**config.mk**
```make
export PLATFORM = sky130hd
export DESIGN_NAME = forwarder_frame_deframer_unit
export DESIGN_NICKNAME = d
export VERILOG_FILES = /design/src/rtl/ffd_pkg.sv /design/src/rtl/ffd_parser.sv /design/src/rtl/forwarder_frame_deframer_unit.sv
export VERILOG_INCLUDE_DIRS = /design/src /design/src/rtl
export SDC_FILE = /design/constraint.sdc
export NUM_CORES = 1
export LEC_CHECK = 0
export ABC_CLOCK_PERIOD_IN_PS = 4200
export BUFFER_PORTS_ARGS = -buffer_cell sky130_fd_sc_hd__buf_2
export CAP_MARGIN = 20
export CORE_ASPECT_RATIO = 0.9
export CORE_MARGIN = 4
export CORE_UTILIZATION = 45
export CTS_CLUSTER_SIZE = 10
export DETAILED_ROUTE_END_ITERATION = 7
export GPL_ROUTABILITY_DRIVEN = 0
export PLACE_DENSITY = 0.75
export SLEW_MARGIN = 10
export SYNTH_ARGS = -nofsm -noshare
export SYNTH_HDL_FRONTEND = slang
export SYNTH_SLANG_ARGS = --single-unit
export TNS_END_PERCENT = 10
```
**constraint.sdc**
```tcl
create_clock -name clk -period 4.2 [get_ports clk]
set_clock_uncertainty 0.1 [all_clocks]
set_input_delay 0.21 -clock clk [delete_from_list [all_inputs] [get_ports clk]]
set_output_delay 0.21 -clock clk [all_outputs]
set_load 0.005 [all_outputs]
```
**src/rtl/assert_macros.svh**
```systemverilog
// Assertion macros used by the deframer's parser module.
// Depends on nothing; the using module must have clk and rst_n in scope.
`ifndef ASSERT_MACROS_SVH
`define ASSERT_MACROS_SVH
`ifndef SYNTHESIS
`define FFD_ASSERT(label, prop, msg) \
  label: assert property (@(posedge clk) disable iff (!rst_n) (prop)) else $error(msg);
`define FFD_ASSERT_NEXT(label, ante, cons, msg) \
  label: assert property (@(posedge clk) disable iff (!rst_n) (ante) |=> (cons)) else $error(msg);
`else
`define FFD_ASSERT(label, prop, msg)
`define FFD_ASSERT_NEXT(label, ante, cons, msg)
`endif
`endif

```
**src/rtl/ffd_pkg.sv**
```systemverilog
// Types and constants of the forwarder frame deframer.
// Depends on nothing; used by ffd_parser and the top level.
package ffd_pkg;

  typedef enum logic [2:0] {
    PH_HDR  = 3'd0,
    PH_TYPE = 3'd1,
    PH_CTRL = 3'd2,
    PH_NODE = 3'd3,
    PH_LEN0 = 3'd4,
    PH_LENH = 3'd5,
    PH_LENL = 3'd6,
    PH_BODY = 3'd7
  } phase_t;

  localparam logic [1:0] KIND_NODE = 2'd0;
  localparam logic [1:0] KIND_MSG  = 2'd1;
  localparam logic [1:0] KIND_ERR  = 2'd2;

  localparam logic [1:0] ERR_SHORT     = 2'd0;
  localparam logic [1:0] ERR_TYPE      = 2'd1;
  localparam logic [1:0] ERR_TIMEOUT   = 2'd2;
  localparam logic [1:0] ERR_UNDERFLOW = 2'd3;

  localparam logic       ACT_BYTE    = 1'b0;
  localparam logic [7:0] FRAME_TYPE   = 8'hFE;
  localparam logic [7:0] MIN_HEADER   = 8'd4;
  localparam logic [7:0] HEADER_FIXED = 8'd3;
  localparam logic [7:0] LEN_ESCAPE   = 8'd1;
  localparam logic [15:0] LEN_LONG_MIN = 16'd3;

  typedef struct packed {
    logic       action;
    logic [7:0] rx_byte;
  } in_item_t;

  typedef struct packed {
    logic [1:0]  kind;
    logic [7:0]  out_byte;
    logic        last;
    logic [1:0]  error_code;
    logic        is_broadcast;
    logic [15:0] msg_bytes;
  } out_item_t;

endpackage

```
**src/rtl/ffd_parser.sv**
```systemverilog
// Frame parser: phase machine and counters, with the result of each request.
// Depends on ffd_pkg and assert_macros.svh.
`include "assert_macros.svh"

module ffd_parser (
  input  logic              clk,
  input  logic              rst_n,
  input  logic              accept,
  input  ffd_pkg::in_item_t item,
  output logic              res_valid,
  output ffd_pkg::out_item_t res
);

  ffd_pkg::phase_t phase_r, phase_nxt;
  logic [7:0]  node_left_r, node_left_nxt;
  logic [7:0]  len_high_r, len_high_nxt;
  logic [15:0] msg_len_r, msg_len_nxt;
  logic [15:0] msg_cnt_r, msg_cnt_nxt;
  logic        bcast_r, bcast_nxt;

  logic        is_byte;
  logic [7:0]  b;
  logic [15:0] len_long;
  logic [15:0] cnt_inc;
  logic        restart;

  assign is_byte  = (item.action == ffd_pkg::ACT_BYTE);
  assign b        = item.rx_byte;
  assign len_long = {len_high_r, b};
  assign cnt_inc  = msg_cnt_r + 16'd1;
  assign restart  = accept && (phase_nxt == ffd_pkg::PH_HDR);

  always_comb begin
    phase_nxt = phase_r;
    if (accept) begin
      if (!is_byte) begin
        phase_nxt = ffd_pkg::PH_HDR;
      end else begin
        case (phase_r)
          ffd_pkg::PH_HDR: begin
            phase_nxt = (b < ffd_pkg::MIN_HEADER) ? ffd_pkg::PH_HDR : ffd_pkg::PH_TYPE;
          end
          ffd_pkg::PH_TYPE: begin
            phase_nxt = (b == ffd_pkg::FRAME_TYPE) ? ffd_pkg::PH_CTRL : ffd_pkg::PH_HDR;
          end
          ffd_pkg::PH_CTRL: phase_nxt = ffd_pkg::PH_NODE;
          ffd_pkg::PH_NODE: begin
            phase_nxt = (node_left_r == 8'd1) ? ffd_pkg::PH_LEN0 : ffd_pkg::PH_NODE;
          end
          ffd_pkg::PH_LEN0: begin
            if (b == 8'd0) begin
              phase_nxt = ffd_pkg::PH_HDR;
            end else if (b == ffd_pkg::LEN_ESCAPE) begin
              phase_nxt = ffd_pkg::PH_LENH;
            end else begin
              phase_nxt = ffd_pkg::PH_BODY;
            end
          end
          ffd_pkg::PH_LENH: phase_nxt = ffd_pkg::PH_LENL;
          ffd_pkg::PH_LENL: begin
            phase_nxt = (len_long <= ffd_pkg::LEN_LONG_MIN) ? ffd_pkg::PH_HDR
                                                            : ffd_pkg::PH_BODY;
          end
          ffd_pkg::PH_BODY: begin
            phase_nxt = (cnt_inc >= msg_len_r) ? ffd_pkg::PH_HDR : ffd_pkg::PH_BODY;
          end
          default: phase_nxt = ffd_pkg::PH_HDR;
        endcase
      end
    end
  end

  always_comb begin
    node_left_nxt = node_left_r;
    len_high_nxt  = len_high_r;
    msg_len_nxt   = msg_len_r;
    msg_cnt_nxt   = msg_cnt_r;
    bcast_nxt     = bcast_r;
    if (restart) begin
      node_left_nxt = '0;
      len_high_nxt  = '0;
      msg_len_nxt   = '0;
      msg_cnt_nxt   = '0;
      bcast_nxt     = 1'b0;
    end else if (accept && is_byte) begin
      case (phase_r)
        ffd_pkg::PH_HDR:  node_left_nxt = b - ffd_pkg::HEADER_FIXED;
        ffd_pkg::PH_CTRL: bcast_nxt = b[0];
        ffd_pkg::PH_NODE: node_left_nxt = node_left_r - 8'd1;
        ffd_pkg::PH_LEN0: begin
          msg_cnt_nxt = 16'd1;
          msg_len_nxt = {8'd0, b};
        end
        ffd_pkg::PH_LENH: begin
          len_high_nxt = b;
          msg_cnt_nxt  = 16'd2;
        end
        ffd_pkg::PH_LENL: begin
          msg_len_nxt = len_long;
          msg_cnt_nxt = 16'd3;
        end
        ffd_pkg::PH_BODY: msg_cnt_nxt = cnt_inc;
        default: ;
      endcase
    end
  end

  always_comb begin
    res_valid        = 1'b0;
    res.kind         = ffd_pkg::KIND_MSG;
    res.out_byte     = b;
    res.last         = 1'b0;
    res.error_code   = ffd_pkg::ERR_SHORT;
    res.is_broadcast = bcast_r;
    res.msg_bytes    = '0;
    if (!is_byte) begin
      res_valid      = (phase_r != ffd_pkg::PH_HDR);
      res.kind       = ffd_pkg::KIND_ERR;
      res.error_code = ffd_pkg::ERR_TIMEOUT;
    end else begin
      case (phase_r)
        ffd_pkg::PH_HDR: begin
          res_valid      = (b < ffd_pkg::MIN_HEADER);
          res.kind       = ffd_pkg::KIND_ERR;
          res.error_code = ffd_pkg::ERR_SHORT;
        end
        ffd_pkg::PH_TYPE: begin
          res_valid      = (b != ffd_pkg::FRAME_TYPE);
          res.kind       = ffd_pkg::KIND_ERR;
          res.error_code = ffd_pkg::ERR_TYPE;
        end
        ffd_pkg::PH_CTRL: res_valid = 1'b0;
        ffd_pkg::PH_NODE: begin
          res_valid = 1'b1;
          res.kind  = ffd_pkg::KIND_NODE;
        end
        ffd_pkg::PH_LEN0: begin
          res_valid = 1'b1;
          if (b == 8'd0) begin
            res.kind       = ffd_pkg::KIND_ERR;
            res.error_code = ffd_pkg::ERR_UNDERFLOW;
          end
        end
        ffd_pkg::PH_LENH: res_valid = 1'b1;
        ffd_pkg::PH_LENL: begin
          res_valid = 1'b1;
          if (len_long < ffd_pkg::LEN_LONG_MIN) begin
            res.kind       = ffd_pkg::KIND_ERR;
            res.error_code = ffd_pkg::ERR_UNDERFLOW;
          end else if (len_long == ffd_pkg::LEN_LONG_MIN) begin
            res.last      = 1'b1;
            res.msg_bytes = ffd_pkg::LEN_LONG_MIN;
          end
        end
        ffd_pkg::PH_BODY: begin
          res_valid = 1'b1;
          if (cnt_inc >= msg_len_r) begin
            res.last      = 1'b1;
            res.msg_bytes = cnt_inc;
          end
        end
        default: res_valid = 1'b0;
      endcase
    end
    if (res.kind == ffd_pkg::KIND_ERR) begin
      res.out_byte     = '0;
      res.is_broadcast = 1'b0;
    end
  end

  always_ff @(posedge clk) begin
    if (!rst_n) begin
      phase_r     <= ffd_pkg::PH_HDR;
      node_left_r <= '0;
      len_high_r  <= '0;
      msg_len_r   <= '0;
      msg_cnt_r   <= '0;
      bcast_r     <= 1'b0;
    end else begin
      phase_r     <= phase_nxt;
      node_left_r <= node_left_nxt;
      len_high_r  <= len_high_nxt;
      msg_len_r   <= msg_len_nxt;
      msg_cnt_r   <= msg_cnt_nxt;
      bcast_r     <= bcast_nxt;
    end
  end

  `FFD_ASSERT_NEXT(a_timeout_restarts, accept && !is_byte, phase_r == ffd_pkg::PH_HDR && msg_cnt_r == 16'd0, "timeout did not restart the frame")
  `FFD_ASSERT_NEXT(a_last_restarts, accept && res_valid && res.last, phase_r == ffd_pkg::PH_HDR && bcast_r == 1'b0, "final message byte did not restart the frame")
  `FFD_ASSERT(a_node_count_live, phase_r != ffd_pkg::PH_NODE || node_left_r != 8'd0, "node-id phase entered with no bytes left")
  `FFD_ASSERT(a_idle_clean, phase_r != ffd_pkg::PH_HDR || (msg_len_r == 16'd0 && bcast_r == 1'b0), "idle phase holds stale frame state")

endmodule

```
**src/rtl/forwarder_frame_deframer_unit.sv**
```systemverilog
// Each byte is parsed in a single pass of the phase logic; its result is registered.
// Throughput: one request per cycle while in_stall is low.
// A held result stalls the input only while the output side itself is stalled.
// Reset: synchronous, active low; the parser returns to awaiting a header length byte
// and the output register is emptied.
// Top level of the deframer; depends on ffd_pkg and ffd_parser.
module forwarder_frame_deframer_unit (
  input  logic               clk,
  input  logic               rst_n,
  input  logic               in_valid,
  output logic               in_stall,
  input  ffd_pkg::in_item_t  in_data,
  output logic               out_valid,
  input  logic               out_stall,
  output ffd_pkg::out_item_t out_data
);

  logic               accept;
  logic               res_valid;
  ffd_pkg::out_item_t res;
  logic               out_valid_r, out_valid_nxt;
  ffd_pkg::out_item_t out_data_r;

  assign in_stall = out_valid_r & out_stall;
  assign accept   = in_valid & ~in_stall;

  ffd_parser u_parser (
    .clk       (clk),
    .rst_n     (rst_n),
    .accept    (accept),
    .item      (in_data),
    .res_valid (res_valid),
    .res       (res)
  );

  always_comb begin
    if (accept) begin
      out_valid_nxt = res_valid;
    end else begin
      out_valid_nxt = out_valid_r & out_stall;
    end
  end

  always_ff @(posedge clk) begin
    if (!rst_n) begin
      out_valid_r <= 1'b0;
    end else begin
      out_valid_r <= out_valid_nxt;
    end
  end

  always_ff @(posedge clk) begin
    if (accept && res_valid) begin
      out_data_r <= res;
    end
  end

  assign out_valid = out_valid_r;
  assign out_data  = out_data_r;

endmodule

```
==> impl_metrics.env, run 1 <==
export IMPL_fp_row_count=34
export IMPL_slew_viol_final=0
export IMPL_clk_pin_slew_worst_paths_ns=0.06
export IMPL_synth_top_cells_by_count="dfxtp_1 (53), nor2_1 (48), nor3_1 (41), nand2_1 (40), inv_1 (35)"
export IMPL_critPathArrivalTime_ns=4.12
export IMPL_drc=0
export IMPL_synth_adder_area_share_pct=6.24
export IMPL_synth_xor_area_share_pct=3.80
export IMPL_post_route_period_util_pct=95.7
export IMPL_multi_input_area_sq_um=2440
export IMPL_synth_simple_gate_area_share_pct=22.3
export IMPL_root_buffer="clkbuf_16"
export IMPL_fin_hold_ws_ns=0.167
export IMPL_worstSkewPairLatency_ns=0.34
export IMPL_clockBufferDepth=2
export IMPL_synth_top_family_by_area="simple AND/OR/NAND/NOR gates"
export IMPL_synth_top_area_cell="dfxtp_1"
export IMPL_synth_distinct_cells=54
export IMPL_cp_start_kind="register"
export IMPL_dp_hpwl_microns=7610
export IMPL_port_buffers=44
export IMPL_critical_path_endpoint_type="register"
export IMPL_synth_top_cell_area_share_pct=23.0
export IMPL_fillCellCount=852
export IMPL_numClockSinks=83
export IMPL_status="complete, no violations"
export IMPL_muxShareOfSynthArea_pct=3.69
export IMPL_antenna_found_initial=0
export IMPL_power_mw=1.87
export IMPL_seqCellArea_sq_um=1970
export IMPL_crit_type="reg -> reg"
export IMPL_cts_htree_levels=3
export IMPL_nets=599
export IMPL_synth_edf_count=30
export IMPL_grt_usage_pct=19.5
export IMPL_dieArea_sq_um=11900
export IMPL_grt_pass1_wl_microns=18800
export IMPL_hold_path_class="in -> reg"
export IMPL_netlist_top_cells_area="dfxtp_1 (23%), edfxtp_1 (20%), ha_1 (6.2%), nor3_1 (4.5%), nor2_1 (3.9%)"
export IMPL_detail_route_wl_per_cell_microns=16.4
export IMPL_numCtsBuffers=9
export IMPL_avgSynthCellArea_sq_um=8.79
export IMPL_antenna_cells=0
export IMPL_yosysMostFrequentCell="dfxtp_1"
export IMPL_design_area_sq_um=5410
export IMPL_reg2reg_from="u_parser.msg_cnt_r[3]"
export IMPL_drt_iter0_drc=288
export IMPL_grt_max_degree=32
export IMPL_area_growth_pct=17.4
export IMPL_worstHoldStart="in_data[8]"
export IMPL_wirelength_microns=11400
export IMPL_worstPathMaxFanout=23
export IMPL_overflow=0
export IMPL_die_h_microns=104
export IMPL_synth_seq_area_share_pct=42.6
export IMPL_crit_required_ns=4.30
export IMPL_synth_warnings=0
export IMPL_synth_compound_area_share_pct=15.5
export IMPL_ir_drop_mv=0.208
export IMPL_period_needed_ns=4.02
export IMPL_cts_tree="yes"
export IMPL_setup_worst_path_start="u_parser.msg_cnt_r[3]"
export IMPL_synth_nets=560
export IMPL_p_per_area_nw_per_um2=345
export IMPL_hold_viol_final=0
export IMPL_max_cap_violations=0
export IMPL_max_freq_mhz=249
export IMPL_relSlewSlack_pct=28.8
export IMPL_placed_cell_area_sq_um=4980
export IMPL_start_util_pct=46.9
export IMPL_synth_async_reset_ratio_pct=0
export IMPL_die_x_microns=115
export IMPL_vias=3974
export IMPL_ys_ff_latch=83
export IMPL_finalSetupViolCount=0
export IMPL_worst_pin_slew_ns=1.06
export IMPL_synth_ff_type="dfxtp_1"
export IMPL_io_pins=45
export IMPL_first_pass_iters=7
export IMPL_drtAntennaViolNets=0
export IMPL_layoutNonFillerInstCount=694
export IMPL_drive_gt1_share_pct=16.7
export IMPL_dpl_cell_count=675
export IMPL_netlist_area_sq_um=4610
export IMPL_synthCells=524
export IMPL_grt_pass1_vias=3895
export IMPL_p_leak_nw=1.98
export IMPL_via_per_inst=5.73
export IMPL_core_area_sq_um=9830
## layer usage
| metal | vias up | part of all wire (%) | wire length, microns | track usage (%) |
|---|---|---|---|---|
| met1 | 1864 | 44 | 5030 | 25.7 |
| met2 | 149 | 47 | 5400 | 31.2 |
| li1 | 1938 | - | - | - |
| met3 | 23 | 6.3 | 723 | 3.96 |
| met5 | - | 0 | 0 | 0 |
| met4 | 0 | 2.2 | 246 | 7.55 |
## logic make-up (layout without fill, tap and decap cells)
| kind of cell | Yosys count | in the layout |
|---|---|---|
| and+or+nand+nor | 205 | 205 |
| AOI/OAI and AO/OA | 108 | 108 |
| DFF | 83 | 83 |
| buffers and inverters | 68 | 112 |
| adders and majority gates | 23 | 23 |
| xor gates and xnor gates | 20 | 20 |
| muxes | 17 | 17 |
## repair_timing
action                                  4_1_cts  5_1_grt
setup buffers                                 2        0
gates resized for setup                       4        7
endpoints found under the setup margin       45       51
cloned                                        1        0
hold buffers                                  0        0
pin swaps                                     1        4
## flip-flops by register name (all words and copies together), names as in the netlist
register / cells
u_parser.msg_cnt_r: 16
out_valid: 1
u_parser.phase_r: 3
u_parser.len_high_r: 8
out_data: 30
u_parser.bcast_r: 1
u_parser.node_left_r: 8
u_parser.msg_len_r: 16
## layout by cell type (no fill, tap or decap), types with 6 or more instances in the layout
| master | n |
|---|---|
| a211oi_1 | 7 |
| a21oi_1 | 25 |
| a22oi_1 | 8 |
| and2_1 | 13 |
| buf_2 | 44 |
| buf_4 | 14 |
| clkbuf_16 | 9 |
| dfxtp_1 | 50 |
| edfxtp_1 | 30 |
| ha_1 | 22 |
| inv_1 | 35 |
| mux2i_1 | 17 |
| nand2_1 | 40 |
| nand3_1 | 18 |
| nand4_1 | 6 |
| nor2_1 | 48 |
| nor2b_1 | 12 |
| nor3_1 | 40 |
| nor4_1 | 9 |
| o21ai_0 | 24 |
| o22ai_1 | 6 |
| xnor2_1 | 11 |
| xor2_1 | 9 |
## worst max-delay path: stages (launching register included)
cell and delay (ns):
dfxtp_1 0.38, nand4_1 0.23, nor4_4 0.25, and2_4 0.21
nand4_1 0.16, xnor2_1 0.19, ha_1 0.32, nand4_1 0.15
nor3_2 0.22, or4b_4 0.52, a311oi_2 0.32, o21ai_1 0.17
a211oi_4 0.25, buf_4 0.17, buf_12 0.17, a2111oi_0 0.07
## power by group
| group | internal (mW) | switching (mW) | total (mW) |
|---|---|---|---|
| Sequential | 0.840 | 0.00676 | 0.847 |
| Combinational | 0.0458 | 0.0863 | 0.132 |
| Clock | 0.580 | 0.310 | 0.890 |
## per-stage QoR
step           util [%]  setup WS, ns  setup TNS [ns]
2_1_floorplan         -         0.291               0
3_3_place_gp       50.6        0.0926               0
3_5_place_dp       50.6        0.0406               0
4_1_cts            54.7        0.0156               0
5_1_grt            55.1       -0.0282          -0.164
6_report           55.1         0.181               0
## layout make-up
| type | instances | area share [%] |
|---|---|---|
| multi-input combinational | 373 | 45.1 |
| sequential | 83 | 36.3 |
| timing repair buffer | 60 | 6.98 |
| clock buffer | 11 | 4.30 |
| tap | 126 | 2.91 |
| inverter | 36 | 2.50 |
| clock inverter | 5 | 1.90 |
## path summary, 6_finish.rpt
kind              cells past startpoint  slack, ns                    end
setup / recovery                     15       0.18  u_parser.msg_cnt_r[0]
hold / removal                        2       0.17           out_data[17]
setup reg to reg                     15       0.18  u_parser.msg_cnt_r[0]
hold reg to reg                       2       0.43       u_parser.bcast_r
No activity file was read; power rests on OpenSTA's default activity.
==> run 2, diff against run 1 <==
--- a/config.mk
+++ b/config.mk
@@ -10,7 +10,7 @@
 export BUFFER_PORTS_ARGS = -buffer_cell sky130_fd_sc_hd__buf_2
 export CAP_MARGIN = 20
 export CORE_ASPECT_RATIO = 0.9
-export CORE_MARGIN = 4
+export CORE_MARGIN = 3
 export CORE_UTILIZATION = 45
 export CTS_CLUSTER_SIZE = 10
 export DETAILED_ROUTE_END_ITERATION = 7
==> impl_metrics.env, run 2 (same netlist as run 1, synthesis figures left out) <==
export IMPL_drc=0
export IMPL_crit_type="reg -> reg"
export IMPL_die_h_microns=102
export IMPL_period_needed_ns=4.05
export IMPL_root_buffer="clkbuf_16"
export IMPL_min_path_cells=3
export IMPL_largest_register_ffs=30
export IMPL_die_x_microns=113
export IMPL_dp_hpwl_microns=7860
export IMPL_grt_usage_pct=20.1
export IMPL_hold_buffers=0
export IMPL_critPathArrivalTime_ns=4.16
export IMPL_fin_hold_ws_ns=0.163
export IMPL_dieArea_sq_um=11500
export IMPL_via_per_inst=5.81
export IMPL_first_pass_iters=5
export IMPL_overflow=0
export IMPL_max_cap_violations=0
export IMPL_hold_path_class="in -> reg"
export IMPL_hold_viol_final=0
export IMPL_drt_iter0_drc=388
export IMPL_p_per_area_nw_per_um2=336
export IMPL_numClockSinks=83
export IMPL_grt_pass1_vias=3909
export IMPL_fp_row_count=34
export IMPL_worstSkewPairLatency_ns=0.33
export IMPL_grt_max_degree=37
export IMPL_antenna_found_initial=0
export IMPL_cp_start_kind="register"
export IMPL_max_freq_mhz=247
export IMPL_port_buffers=44
export IMPL_crit_required_ns=4.31
export IMPL_fillCellCount=872
export IMPL_final_cell_mix="dfxtp_1 (51), nor2_1 (48), buf_2 (45)"
export IMPL_layout_commonest_cell="dfxtp_1"
export IMPL_slew_viol_final=0
export IMPL_p_leak_nw=2.00
export IMPL_cts_htree_levels=3
export IMPL_final_core_util_pct=55.3
export IMPL_relSlewSlack_pct=30.3
export IMPL_detail_route_wl_per_cell_microns=17.2
export IMPL_drive_gt1_share_pct=17.7
export IMPL_vias=4052
export IMPL_worstPathMaxFanout=18
export IMPL_numCtsBuffers=9
export IMPL_io_pins=45
export IMPL_antenna_cells=0
export IMPL_clk_pin_slew_worst_paths_ns=0.06
export IMPL_finalSetupViolCount=0
export IMPL_ir_drop_mv=0.249
export IMPL_status="complete, no violations"
export IMPL_area_growth_pct=17.9
export IMPL_critical_path_endpoint_type="register"
export IMPL_ff2ff_path_depth=17
export IMPL_core_area_sq_um=9830
export IMPL_wirelength_microns=12000
export IMPL_start_util_pct=46.9
export IMPL_cts_tree="yes"
export IMPL_nets=602
export IMPL_clockBufferDepth=2
export IMPL_post_route_period_util_pct=96.4
export IMPL_worst_pin_slew_ns=1.04
export IMPL_drtAntennaViolNets=0
export IMPL_grt_pass1_wl_microns=18900
-- run 2: what timing repair did --
item / 4_1_cts / 5_1_grt
pin swaps: 1 / 5
gates resized for setup: 2 / 12
setup buffers: 0 / 2
setup endpoints to repair: 50 / 63
gates cloned: 0 / 2
-- run 2: per-layer routing --
layer | up-vias | GRT usage (%) | wire length, microns
met5 | - | 0 | 0
met4 | 0 | 7.58 | 233
met3 | 21 | 3.02 | 827
met2 | 180 | 32.3 | 5690
met1 | 1912 | 27.6 | 5200
li1 | 1939 | - | -
-- run 2: per-stage QoR --
| stage | TNS [ns] | area [sq um] | instances | power, mW | worst slack [ns] |
|---|---|---|---|---|---|
| CTS | 0 | 5320 | 692 | 1.82 | 0.00849 |
| finish | 0 | 5440 | 697 | 1.83 | 0.150 |
| global placement | 0 | 4990 | 676 | 0.984 | 0.0678 |
| detailed placement | -0.0472 | 4990 | 676 | 0.988 | -0.0371 |
| floorplan | 0 | 4610 | 524 | 0.944 | 0.291 |
| global route | -0.00975 | 5440 | 697 | 1.88 | -0.00975 |
-- run 2: cell type report --
| cell class | count | area (sq um) | share of cell area, % |
|---|---|---|---|
| clock buffers | 10 | 229 | 4.21 |
| flip-flops and latches | 83 | 1960 | 36.1 |
| inverters | 36 | 135 | 2.49 |
| well taps | 126 | 158 | 2.90 |
| multi-input cells | 373 | 2460 | 45.3 |
| clock inverters | 6 | 90.1 | 1.66 |
| repair buffers | 63 | 394 | 7.25 |
-- run 2: final timing paths --
kind	start	end	slack, ns
worst max-delay path	u_parser.msg_cnt_r[0]	u_parser.len_high_r[0]	0.15
worst min-delay path	out_stall	out_valid	0.16
worst max register to register	u_parser.msg_cnt_r[0]	u_parser.len_high_r[0]	0.15
worst min register to register	u_parser.bcast_r	u_parser.bcast_r	0.43
-- run 2: critical path, stage by stage (launching register included) --
cell	delay (ns)
dfxtp_2	0.40
ha_4	0.18
nand3_2	0.11
nor4_4	0.30
buf_4	0.18
nand2_1	0.07
xor2_1	0.19
inv_1	0.10
ha_1	0.30
nand4_1	0.13
nor3_2	0.18
or4b_4	0.53
a311oi_2	0.28
o21ai_1	0.15
a211oi_4	0.27
buf_4	0.19
clkbuf_16	0.19
nor3_1	0.06
-- run 2: where the power goes --
| group | switching [mW] | leakage (nW) | internal, mW | total, mW |
|---|---|---|---|---|
| Clock | 0.322 | 0.153 | 0.522 | 0.844 |
| Combinational | 0.0893 | 1.14 | 0.0467 | 0.136 |
| Sequential | 0.00678 | 0.711 | 0.840 | 0.847 |
==> run 3, diff against run 2 <==
--- a/config.mk
+++ b/config.mk
@@ -6,7 +6,7 @@
 export SDC_FILE = /design/constraint.sdc
 export NUM_CORES = 1
 export LEC_CHECK = 0
-export ABC_CLOCK_PERIOD_IN_PS = 4200
+export ABC_CLOCK_PERIOD_IN_PS = 3910
 export BUFFER_PORTS_ARGS = -buffer_cell sky130_fd_sc_hd__buf_2
 export CAP_MARGIN = 20
 export CORE_ASPECT_RATIO = 0.9
@@ -15,7 +15,7 @@
 export CTS_CLUSTER_SIZE = 10
 export DETAILED_ROUTE_END_ITERATION = 7
 export GPL_ROUTABILITY_DRIVEN = 0
-export PLACE_DENSITY = 0.75
+export PLACE_DENSITY = 0.72
 export SLEW_MARGIN = 10
 export SYNTH_ARGS = -nofsm -noshare
 export SYNTH_HDL_FRONTEND = slang
==> constraint.sdc (replaced) <==
create_clock -name clk -period 3.91 [get_ports clk]
set_clock_uncertainty 0.1 [all_clocks]
set_input_delay 0.1955 -clock clk [delete_from_list [all_inputs] [get_ports clk]]
set_output_delay 0.1955 -clock clk [all_outputs]
set_load 0.005 [all_outputs]
==> impl_metrics.env, run 3 (same netlist as run 1, synthesis figures left out) <==
export IMPL_status="finished, violations left"
export IMPL_violations="negative setup slack"
export IMPL_dp_hpwl_microns=8020
export IMPL_finalSetupViolCount=19
export IMPL_post_route_period_util_pct=102
export IMPL_relSlewSlack_pct=29.8
export IMPL_slew_viol_final=0
export IMPL_drt_iter0_drc=279
export IMPL_final_setup_worst_slack_ns=-0.0662
export IMPL_hold_path_class="in -> reg"
export IMPL_final_core_util_pct=58.2
export IMPL_critical_path_endpoint_type="register"
export IMPL_dpl_cell_count=701
export IMPL_drc=0
export IMPL_cts_htree_levels=3
export IMPL_p_per_area_nw_per_um2=331
export IMPL_first_pass_iters=5
export IMPL_drive_gt1_share_pct=23.0
export IMPL_antenna_cells=0
export IMPL_fillCellCount=850
export IMPL_area_growth_pct=24.1
export IMPL_fp_row_count=34
export IMPL_die_x_microns=113
export IMPL_grt_pass1_wl_microns=19500
export IMPL_dieArea_sq_um=11500
export IMPL_cp_start_kind="register"
export IMPL_antenna_found_initial=0
export IMPL_crit_type="reg -> reg"
export IMPL_grt_usage_pct=21.0
export IMPL_max_cap_violations=0
export IMPL_start_util_pct=46.9
export IMPL_rsz0062_at_grt="yes"
export IMPL_clk_pin_slew_worst_paths_ns=0.06
export IMPL_numCtsBuffers=9
export IMPL_wirelength_microns=12200
export IMPL_vias=4165
export IMPL_grt_max_degree=32
export IMPL_cts_tree="yes"
export IMPL_ir_drop_mv=0.179
export IMPL_via_per_inst=5.74
export IMPL_period_needed_ns=3.98
export IMPL_r2r_slack_ns=-0.07
export IMPL_layout_commonest_cell="dfxtp_1"
export IMPL_crit_required_ns=4.02
export IMPL_detail_route_wl_per_cell_microns=16.9
export IMPL_core_area_sq_um=9830
export IMPL_placed_cell_area_sq_um=5180
export IMPL_largest_register_ffs=30
export IMPL_hold_viol_final=0
export IMPL_design_area_sq_um=5720
export IMPL_critPathArrivalTime_ns=4.08
export IMPL_worst_pin_slew_ns=1.05
export IMPL_nets=630
export IMPL_root_buffer="clkbuf_16"
export IMPL_layoutNonFillerInstCount=725
export IMPL_p_leak_nw=2.14
export IMPL_port_buffers=44
export IMPL_numClockSinks=83
export IMPL_grt_pass1_vias=3954
export IMPL_max_freq_mhz=251
export IMPL_overflow=0
export IMPL_clockBufferDepth=2
export IMPL_worstPathMaxFanout=7
export IMPL_place_ws_ns=-0.267
export IMPL_worstSkewPairLatency_ns=0.33
export IMPL_final_cell_mix="dfxtp_1 (49), nor2_1 (47), buf_2 (44)"
export IMPL_io_pins=45
export IMPL_die_h_microns=102
export IMPL_drtAntennaViolNets=0
-- run 3: report_power, final --
part	internal (mW)	leakage (nW)	switching [mW]	total (mW)
combinational	0.0593	1.29	0.0990	0.158
sequential	0.902	0.712	0.00782	0.910
clock	0.489	0.140	0.338	0.827
-- run 3: repair_timing --
item	CTS	global route
endpoints found under the setup margin	49	61
pin swaps	5	11
buffers inserted	2	4
hold buffers	0	0
resized for setup	12	21
gates cloned	1	0
-- run 3: critical path, stage by stage (launching register included) --
cell       delay (ns)
dfxtp_1          0.36
nand4_1          0.22
nor4_4           0.25
and2_4           0.22
nand4_1          0.16
xnor2_1          0.20
ha_1             0.31
nand4_1          0.16
nor3_2           0.17
or4b_4           0.54
a311oi_4         0.34
o21ai_2          0.13
a211oi_4         0.22
buf_4            0.16
bufbuf_16        0.25
nor3_1           0.05
-- run 3: layout make-up --
class / count / area [sq um] / area share (%)
sequential: 83 / 1970 / 34.4
multi-input combinational: 373 / 2550 / 44.5
timing repair buffer: 91 / 627 / 11.0
tap: 126 / 158 / 2.76
clock buffer: 10 / 229 / 4.00
inverter: 36 / 135 / 2.36
clock inverter: 6 / 56.3 / 0.984
-- run 3: final timing paths --
check	from	to	cells past startpoint
setup / recovery	u_parser.msg_cnt_r[3]	u_parser.msg_cnt_r[3]	15
hold / removal	out_stall	out_valid	3
setup reg to reg	u_parser.msg_cnt_r[3]	u_parser.msg_cnt_r[3]	15
hold reg to reg	u_parser.msg_len_r[3]	u_parser.msg_len_r[3]	2
-- run 3: layer usage --
layer  share of wire, %  track usage [%]  up-vias  wire length, microns
li1                   -                -     1998                     -
met1                 43             27.2     1993                  5280
met2                 48             35.8      153                  5900
met3                6.6             3.79       21                   804
met4                2.0             6.93        0                   240
met5                  0                0        -                     0
-- run 3: metrics by stage --
stage | hold WS, ns | TNS (ns) | total power, mW
final | 0.140 | -0.814 | 1.90
after global routing | 0.187 | -6.56 | 1.95
after CTS | 0.130 | 0 | 1.90
after detailed placement | 0.416 | -8.50 | 1.07
after global placement | 0.410 | -4.69 | 1.06
after floorplan | 0.291 | 0 | 1.01
